## src/design/lcdseq_pkg.sv

```systemverilog
// Shared types, register indexes and init-sequence table for the LCD write sequencer.
package lcdseq_pkg;

    // Item kinds
    localparam logic [2:0] KIND_TICK   = 3'd0;
    localparam logic [2:0] KIND_CMD    = 3'd1;
    localparam logic [2:0] KIND_DATA   = 3'd2;
    localparam logic [2:0] KIND_CURSOR = 3'd3;
    localparam logic [2:0] KIND_INIT   = 3'd4;

    // Configuration register indexes
    localparam logic [2:0] CFG_STROBE_TIME     = 3'd0;
    localparam logic [2:0] CFG_CONTROL_WAIT    = 3'd1;
    localparam logic [2:0] CFG_CLEAR_WAIT      = 3'd2;
    localparam logic [2:0] CFG_INIT_LONG_WAIT  = 3'd3;
    localparam logic [2:0] CFG_INIT_SHORT_WAIT = 3'd4;

    // Configuration reset values (microseconds)
    localparam logic [15:0] RST_STROBE_TIME     = 16'd1;
    localparam logic [15:0] RST_CONTROL_WAIT    = 16'd39;
    localparam logic [15:0] RST_CLEAR_WAIT      = 16'd1530;
    localparam logic [15:0] RST_INIT_LONG_WAIT  = 16'd4100;
    localparam logic [15:0] RST_INIT_SHORT_WAIT = 16'd100;

    // LCD command bytes
    localparam logic [7:0] LCD_SET_DDRAM   = 8'h80;
    localparam logic [7:0] LCD_ROW1_OFFSET = 8'h40;
    localparam logic [7:0] LCD_CMD_CLR     = 8'h01;
    localparam logic [7:0] LCD_HOME        = 8'h02;
    localparam logic [7:0] LCD_DISPLAY_ON  = 8'h08 | 8'h06;
    localparam logic [7:0] LCD_ENTRY_MODE  = 8'h04 | 8'h02;
    localparam logic [7:0] LCD_NIB_8BIT    = 8'h03;
    localparam logic [7:0] LCD_NIB_4BIT    = 8'h02;

    // Number of steps in the power-up sequence
    localparam logic [2:0] INIT_LAST = 3'd7;

    typedef enum logic [1:0] {
        W_CTRL,
        W_CLEAR,
        W_LONG,
        W_SHORT
    } t_wait_sel;

    typedef struct packed {
        logic      single_nibble;
        logic [7:0] value;
        t_wait_sel wait_sel;
    } t_init_item;

    typedef struct packed {
        logic [2:0] kind;
        logic [7:0] byte_value;
        logic [5:0] column;
        logic [1:0] row;
    } t_in_item;

    typedef struct packed {
        logic       reg_select;
        logic       read_write;
        logic       enable;
        logic [3:0] data_nibble;
        logic       busy_res;
        logic       dropped;
    } t_out_item;

    function automatic t_init_item init_item(input logic [2:0] idx);
        t_init_item it;
        case (idx)
            3'd0:    it = '{1'b1, LCD_NIB_8BIT,   W_LONG};
            3'd1:    it = '{1'b1, LCD_NIB_4BIT,   W_SHORT};
            3'd2:    it = '{1'b1, LCD_NIB_4BIT,   W_CTRL};
            3'd3:    it = '{1'b0, LCD_DISPLAY_ON, W_CTRL};
            3'd4:    it = '{1'b0, LCD_CMD_CLR,    W_CLEAR};
            3'd5:    it = '{1'b0, LCD_ENTRY_MODE, W_CTRL};
            3'd6:    it = '{1'b0, LCD_HOME,       W_CLEAR};
            default: it = '{1'b0, 8'h00,          W_CTRL};
        endcase
        return it;
    endfunction

endpackage

```

## src/design/char_lcd_4bit_write_sequencer.sv

```systemverilog
// Top level of the character LCD 4-bit write sequencer.
//
//  channel | direction | handshake                | payload
//  --------+-----------+--------------------------+------------------------------
//  in      | input     | i_in_valid / o_in_ready  | t_in_item: kind, byte, col, row
//  out     | output    | o_out_valid / i_out_ready| t_out_item: pins, busy, dropped
//  cfg     | input     | i_cfg_we (no wait)       | i_cfg_index, i_cfg_data
//
// Each item waits in the input register and is applied to the sequencer
// state in the cycle it moves to the result register; one item per cycle is
// sustained unless the output stalls, set by the single state-update step.
// Reset (i_rst_n low, synchronous) returns the sequencer to idle, pins low and
// configuration to its defaults. A stall on the output holds the result register
// and the input register; the input side keeps taking a transfer while the
// input register is empty.
module char_lcd_4bit_write_sequencer
    import lcdseq_pkg::*;
(
    input  logic        i_clk,
    input  logic        i_rst_n,
    input  logic        i_in_valid,
    output logic        o_in_ready,
    input  t_in_item    i_in,
    output logic        o_out_valid,
    input  logic        i_out_ready,
    output t_out_item   o_out,
    input  logic        i_cfg_we,
    input  logic [2:0]  i_cfg_index,
    input  logic [15:0] i_cfg_data
);

    typedef enum logic [2:0] {
        PH_IDLE,
        PH_HI_ON,
        PH_HI_OFF,
        PH_LO_ON,
        PH_LO_OFF,
        PH_POST
    } t_phase;

    // Configuration
    logic [15:0] r_strobe, r_ctrl_wait, r_clear_wait, r_long_wait, r_short_wait;

    // Input register
    logic       r_in_valid;
    t_in_item   r_in;

    // Result register
    logic       r_out_valid;
    t_out_item  r_out;

    // Sequencer state
    t_phase     r_phase, n_phase;
    logic [15:0] r_wait, n_wait;
    logic [7:0] r_byte, n_byte;
    logic       r_sel, n_sel;
    logic [2:0] r_step, n_step;
    logic       r_rs, n_rs;
    logic       r_en, n_en;
    logic [3:0] r_nib, n_nib;

    logic       advance;
    logic       dropped;
    logic       busy;
    logic       is_request;
    logic [15:0] strobe_len;
    logic [15:0] post_len;
    logic [15:0] wait_dec;
    logic [7:0] ddram_addr;
    t_wait_sel  post_sel;
    t_init_item init_now;
    t_init_item init_done;
    t_init_item init_first;
    logic       st_go, st_single, st_rs, fin;
    logic [7:0] st_val;

    // Move an item into the result register when the result slot frees up.
    assign advance     = r_in_valid && (!r_out_valid || i_out_ready);
    assign o_in_ready  = !r_in_valid || advance;
    assign o_out_valid = r_out_valid;
    assign o_out       = r_out;

    assign busy       = (r_phase != PH_IDLE);
    assign is_request = r_in.kind inside {KIND_CMD, KIND_DATA, KIND_CURSOR, KIND_INIT};
    // A strobe time of zero behaves as one microsecond.
    assign strobe_len = (r_strobe == 16'd0) ? 16'd1 : r_strobe;
    assign wait_dec   = r_wait - 16'd1;

    // Init step k (1..7) is running item k-1 of the table.
    assign init_done  = init_item(r_step - 3'd1);
    assign init_now   = init_item(r_step);
    assign init_first = init_item(3'd0);

    always_comb begin
        if (r_step != 3'd0) begin
            post_sel = init_done.wait_sel;
        end else if (!r_sel && (r_byte == LCD_CMD_CLR || r_byte == LCD_HOME)) begin
            post_sel = W_CLEAR;
        end else begin
            post_sel = W_CTRL;
        end
        case (post_sel)
            W_CLEAR: post_len = r_clear_wait;
            W_LONG:  post_len = r_long_wait;
            W_SHORT: post_len = r_short_wait;
            default: post_len = r_ctrl_wait;
        endcase
    end

    // Row 0 maps straight to column, row 1 adds the second-line offset, others to zero.
    always_comb begin
        case (r_in.row)
            2'd0:    ddram_addr = {2'b00, r_in.column};
            2'd1:    ddram_addr = LCD_ROW1_OFFSET | {2'b00, r_in.column};
            default: ddram_addr = 8'h00;
        endcase
    end

    // Apply one item to the sequencer state.
    always_comb begin
        n_phase   = r_phase;
        n_wait    = r_wait;
        n_byte    = r_byte;
        n_sel     = r_sel;
        n_step    = r_step;
        n_rs      = r_rs;
        n_en      = r_en;
        n_nib     = r_nib;
        dropped   = 1'b0;
        st_go     = 1'b0;
        st_single = 1'b0;
        st_rs     = 1'b0;
        st_val    = 8'h00;
        fin       = 1'b0;

        if (is_request) begin
            if (busy) begin
                // Drop the request; time does not advance.
                dropped = 1'b1;
            end else begin
                st_go = 1'b1;
                case (r_in.kind)
                    KIND_CMD: begin
                        st_val = r_in.byte_value;
                    end
                    KIND_DATA: begin
                        st_rs  = 1'b1;
                        st_val = r_in.byte_value;
                    end
                    KIND_CURSOR: begin
                        st_val = LCD_SET_DDRAM | ddram_addr;
                    end
                    default: begin
                        // Power-up sequence: start table item 0.
                        n_step    = 3'd1;
                        st_single = init_first.single_nibble;
                        st_val    = init_first.value;
                    end
                endcase
            end
        end else if (busy) begin
            // Tick: count down, then step to the next phase.
            if (wait_dec != 16'd0) begin
                n_wait = wait_dec;
            end else begin
                case (r_phase)
                    PH_HI_ON: begin
                        n_en    = 1'b0;
                        n_phase = PH_HI_OFF;
                        n_wait  = strobe_len;
                    end
                    PH_HI_OFF: begin
                        n_rs    = r_sel;
                        n_en    = 1'b1;
                        n_nib   = r_byte[3:0];
                        n_phase = PH_LO_ON;
                        n_wait  = strobe_len;
                    end
                    PH_LO_ON: begin
                        n_en    = 1'b0;
                        n_phase = PH_LO_OFF;
                        n_wait  = strobe_len;
                    end
                    PH_LO_OFF: begin
                        if (post_len == 16'd0) begin
                            fin = 1'b1;
                        end else begin
                            n_phase = PH_POST;
                            n_wait  = post_len;
                        end
                    end
                    default: begin
                        fin = 1'b1;
                    end
                endcase
            end
        end

        // End of a byte: continue the init sequence or go idle.
        if (fin) begin
            if (r_step != 3'd0 && r_step != INIT_LAST) begin
                n_step    = r_step + 3'd1;
                st_go     = 1'b1;
                st_single = init_now.single_nibble;
                st_val    = init_now.value;
            end else begin
                n_step  = 3'd0;
                n_phase = PH_IDLE;
                n_wait  = 16'd0;
            end
        end

        // Start a byte (high nibble first) or a lone nibble.
        if (st_go) begin
            n_wait = strobe_len;
            n_en   = 1'b1;
            if (st_single) begin
                n_byte  = {4'h0, st_val[3:0]};
                n_sel   = 1'b0;
                n_rs    = 1'b0;
                n_nib   = st_val[3:0];
                n_phase = PH_LO_ON;
            end else begin
                n_byte  = st_val;
                n_sel   = st_rs;
                n_rs    = st_rs;
                n_nib   = st_val[7:4];
                n_phase = PH_HI_ON;
            end
        end
    end

    // Input register payload: load on every input transfer.
    always_ff @(posedge i_clk) begin
        if (i_in_valid && o_in_ready) begin
            r_in <= i_in;
        end
    end

    // State, configuration and the result register.
    always_ff @(posedge i_clk) begin
        if (!i_rst_n) begin
            r_strobe     <= RST_STROBE_TIME;
            r_ctrl_wait  <= RST_CONTROL_WAIT;
            r_clear_wait <= RST_CLEAR_WAIT;
            r_long_wait  <= RST_INIT_LONG_WAIT;
            r_short_wait <= RST_INIT_SHORT_WAIT;
            r_in_valid   <= 1'b0;
            r_out_valid  <= 1'b0;
            r_out        <= '0;
            r_phase      <= PH_IDLE;
            r_wait       <= 16'd0;
            r_byte       <= 8'h00;
            r_sel        <= 1'b0;
            r_step       <= 3'd0;
            r_rs         <= 1'b0;
            r_en         <= 1'b0;
            r_nib        <= 4'h0;
        end else begin
            if (i_cfg_we) begin
                case (i_cfg_index)
                    CFG_STROBE_TIME:     r_strobe     <= i_cfg_data;
                    CFG_CONTROL_WAIT:    r_ctrl_wait  <= i_cfg_data;
                    CFG_CLEAR_WAIT:      r_clear_wait <= i_cfg_data;
                    CFG_INIT_LONG_WAIT:  r_long_wait  <= i_cfg_data;
                    CFG_INIT_SHORT_WAIT: r_short_wait <= i_cfg_data;
                    default: ;
                endcase
            end

            if (o_in_ready) begin
                r_in_valid <= i_in_valid;
            end

            if (advance) begin
                r_out_valid       <= 1'b1;
                r_out.reg_select  <= n_rs;
                r_out.read_write  <= 1'b0;
                r_out.enable      <= n_en;
                r_out.data_nibble <= n_nib;
                r_out.busy_res    <= (n_phase != PH_IDLE);
                r_out.dropped     <= dropped;
                r_phase           <= n_phase;
                r_wait            <= n_wait;
                r_byte            <= n_byte;
                r_sel             <= n_sel;
                r_step            <= n_step;
                r_rs              <= n_rs;
                r_en              <= n_en;
                r_nib             <= n_nib;
            end else if (i_out_ready) begin
                r_out_valid <= 1'b0;
            end
        end
    end

    // A dropped request leaves the sequencer busy.
    a_drop_busy: assert property (@(posedge i_clk) disable iff (!i_rst_n)
        (o_out_valid && o_out.dropped) |-> o_out.busy_res)
        else $error("dropped result without busy");

    // Enable is low and no init step is pending while idle.
    a_idle_quiet: assert property (@(posedge i_clk) disable iff (!i_rst_n)
        (r_phase == PH_IDLE) |-> (!r_en && r_step == 3'd0))
        else $error("idle with enable high or init step pending");

    // An active phase always has time left to count.
    a_wait_live: assert property (@(posedge i_clk) disable iff (!i_rst_n)
        (r_phase != PH_IDLE) |-> (r_wait != 16'd0))
        else $error("active phase with zero wait count");

    // The state moves only when an item is applied.
    a_state_hold: assert property (@(posedge i_clk) disable iff (!i_rst_n)
        !advance |=> $stable(r_phase) && $stable(r_wait))
        else $error("sequencer state changed without an item");

endmodule
```

## config.mk

```make
export PLATFORM = sky130hd
export DESIGN_NAME = char_lcd_4bit_write_sequencer
export DESIGN_NICKNAME = d
export VERILOG_FILES = /design/src/design/lcdseq_pkg.sv /design/src/design/char_lcd_4bit_write_sequencer.sv
export SDC_FILE = /design/constraint.sdc
export NUM_CORES = 1
export LEC_CHECK = 0
export BUFFER_PORTS_ARGS = -buffer_cell sky130_fd_sc_hd__buf_2
export CORE_UTILIZATION = 45
export DETAILED_ROUTE_END_ITERATION = 12
export HOLD_SLACK_MARGIN = 0.1
export PLACE_DENSITY_LB_ADDON = 0.1
export SYNTH_ARGS = -nofsm -noshare
export SYNTH_HDL_FRONTEND = slang
export SYNTH_SLANG_ARGS = --single-unit
export TNS_END_PERCENT = 50
```

## constraint.sdc

```tcl
create_clock -name i_clk -period 5.8 [get_ports i_clk]
set_input_delay 0 -clock i_clk [delete_from_list [all_inputs] [get_ports i_clk]]
set_output_delay 0 -clock i_clk [all_outputs]
set_load 0.02 [all_outputs]
```

==> metrics <==
status complete, no violations; max_slew headroom 21.1%; WP data required about 6.1 ns; reg2reg end r_byte[2]; cells after synthesis approximately 1000; dpl ws 1.50 ns; Clock transition at path regs 0.06 ns; # H-tree levels 4; Die ar. approximately 18000 sq um; most used flip-flop cell after synthesis dfxtp_1; layout cell share with drive strength beyond 1 between 10 and 15%; simple-gate share of the synthesized area between 20% and 30%; total power 2580 uW; crit path to r_byte[2]; Routed Antenna Nets 0; Crit-path slowest cell a41o_1; Max IR drop VDD 0.181 mV; DRT iter0 DRCs 600; Worst Setup SP r_step[0]; Root Driver clkbuf_16; RSZ-0062 raised after global routing no; dpl cells roughly 1200; Die X ~130 microns; sequential cell area fraction in the yosys report between 30 and 40%; CP cell instances inv_1 > ha_1 > or3_1 > a21oi_4 > mux2i_1 > mux2i_1 > o21ai_1 > a41o_1 > o211ai_1 > o221a_1; pwr dens approximately 290 nW/um^2; WP buf/inv 1; nets between 1000 and 1500; syn avg cell area between 7 and 8 sq um; Syn-to-layout area delta 17.3%; Final Util 54.4%; largest net degree at the start of global routing between 50 and 60; wirelength, routed around 24000 microns; clock skew 0.0127 ns; most used cell, CP mux2i_1; Vias/cell approximately 6.0; ys async rst share 0%; Rows 47; TNS Setup 0 ns; final slew viol count 0; hold-critical path depth 2; clk buf depth 2; crit path DAT 4.67 ns; vias in the first global route between 6000 and 7000; largest family of logic cells by synthesized area simple AND/OR/NAND/NOR gates; Worst path max stage delay 0.79 ns; CTS buffer count 17; port bufs 52; detailed placement HPWL roughly 16000 microns; critical path endpoint category flop; #FFs+latches synth 140; Clock Latency Late Sink roughly 0.42 ns; drt first pass iters 5; Routed WL per cell ~19 microns; multiplexer share of the synthesized area about 6%; grt total ovfl 0; post-CTS setup buffers 0; clk sinks 140; Post-synth EDFFs 19; Final Critical Period between 4 and 5 ns; initial antenna violation count 1; Fmax 0.229 GHz; adder-cell share of the synthesized area between 1.5 and 2%; Synth Area in Compound Gates between 20% and 30%; hold buffers post-CTS 38; Initial Util a little under half; CTS tree done; final hold vios 0; Final setup viols 0; total track usage approximately 28%; routability cong. between 0.8 and 0.9; IO Pins 54; pin slew with the least headroom to its limit 1.18 ns; R2R setup slack between 1 and 1.5 ns; syn nets between 1000 and 1500; final worst-path cycle share between 70% and 80%; Distinct cells, synth 76; RR Startpoint r_step[0]; drt drc 0; Max-Cap Viols 0; Top delay family on crit path compound AO/OA/AOI/OAI gates; # resized after CTS 0; critical path peak fanout 18; global-route wire length before repair 38000 microns; leakage about 0.0032 uW; Non-Filler Instances 1260; Worst Reg-to-Reg Cells 10; die height between 100 and 150 microns; startpoint class of the critical path flop; routed vias roughly 7600; Syn. warnings 0; Synth Cell Area ~7700 sq um; min-delay worst type primary input to flop; CP Depth 10; Setup CP Type flop to flop; XOR/XNOR Fraction of Synth Area less than 1%; Core Area 16600 sq um; fin worst setup slack 1.44 ns
[sequential cells by signal, summed over array words and instances, names as in the netlist]
| signal | cells |
|---|---|
| o_out | 2 |
| r_strobe | 16 |
| r_sel | 1 |
| r_in | 19 |
| r_nib | 4 |
| r_ctrl_wait | 16 |
| r_clear_wait | 16 |
| r_rs | 1 |
| r_in_valid | 1 |
| r_long_wait | 16 |
| r_en | 1 |
| r_byte | 8 |
| r_short_wait | 16 |
| r_phase | 3 |
| o_out_valid | 1 |
| r_step | 3 |
| r_wait | 16 |
[cell families (layout without fill, tap and decap cells)]
family          after synthesis  after routing
xor+xnor                      8              8
other cells                   1              2
mux                          34             34
fa+ha+maj                    10             10
simple gates                425            425
buf+inv                      95            152
compound gates              269            269
flops                       140            140
[how the worst min path moves through the flow]
stage               startpoint              end  slack [ns]
finish                 i_rst_n  r_long_wait[12]        0.15
global placement      i_in[16]         r_in[16]        0.18
detailed placement     i_in[6]          r_in[6]        0.18
floorplan              i_in[0]          r_in[0]         0.1
CTS                    i_rst_n  r_short_wait[6]        0.15
global route           i_rst_n  r_long_wait[12]        0.16
[Yosys cell counts, types with 4 or more instances]
| library cell | instances | area, sq um |
|---|---|---|
| nand2_1 | 215 | 807 |
| dfxtp_1 | 121 | 2420 |
| a21oi_1 | 120 | 601 |
| clkbuf_1 | 59 | 221 |
| nor2_1 | 50 | 188 |
| nand3_1 | 46 | 230 |
| o21ai_0 | 29 | 145 |
| nor4_1 | 21 | 131 |
| nor3_1 | 20 | 100 |
| edfxtp_1 | 19 | 571 |
| mux2i_1 | 18 | 180 |
| inv_1 | 17 | 63.8 |
| a31oi_1 | 16 | 100 |
| o21ai_1 | 16 | 80.1 |
| nor2b_1 | 14 | 87.6 |
| buf_2 | 12 | 60.1 |
| ha_1 | 10 | 125 |
| mux4_2 | 9 | 203 |
| o21a_1 | 9 | 67.6 |
| and3_1 | 8 | 50.1 |
| nand4_1 | 8 | 50.1 |
| o31ai_1 | 8 | 60.1 |
| or3_1 | 8 | 50.1 |
| a211oi_1 | 6 | 45.0 |
| a22oi_1 | 6 | 45.0 |
| mux2_2 | 6 | 67.6 |
| or2_2 | 6 | 37.5 |
| and2_1 | 5 | 31.3 |
| o211ai_1 | 5 | 37.5 |
| xor2_1 | 5 | 43.8 |
| nand2b_1 | 4 | 25.0 |
| nor4b_1 | 4 | 35.0 |
[stage by stage]
step	hold WS (ns)	instance area [sq um]
final	0.153	9050
after floorplan	0.0989	7710
after detailed placement	0.178	8040
after global routing	0.161	9040
after global placement	0.177	8040
after CTS	0.150	9040
[where the power goes]
part	leakage (uW)	internal, uW	switching (uW)
logic	0.00178	140	244
registers	0.00117	1020	34.9
clock network	0.000300	724	423
[metal layers]
| metal | vias up | track usage, % | part of all wire [%] |
|---|---|---|---|
| met3 | 36 | 5.94 | 7.9 |
| met2 | 315 | 40.4 | 44 |
| met5 | - | 0 | 0 |
| li1 | 3622 | - | - |
| met4 | 0 | 9.96 | 1.6 |
| met1 | 3596 | 40.3 | 46 |
[cell usage in the layout, fill, tap and decap left out, types with 10 or more instances in the layout]
master / instances
nor4_1: 21
nand2_1: 215
o21ai_0: 29
buf_4: 12
mux2i_1: 18
o21ai_1: 16
edfxtp_1: 19
nor2b_1: 13
a21oi_1: 120
a31oi_1: 16
dlygate4sd3_1: 38
buf_2: 52
nor3_1: 20
inv_1: 17
ha_1: 10
nor2_1: 50
clkbuf_16: 17
dfxtp_1: 121
nand3_1: 46
[final cells by class]
cell class | count | area, sq um
Antenna cell | 1 | 2.50
Clock buffer | 23 | 488
Clock inverter | 9 | 136
Fill cell | 1569 | 7590
Inverter | 18 | 67.6
Multi-Input combinational cell | 747 | 4350
Sequential cell | 140 | 2990
Tap cell | 220 | 275
Timing Repair Buffer | 102 | 731
No activity file was read; power rests on OpenSTA's default activity.
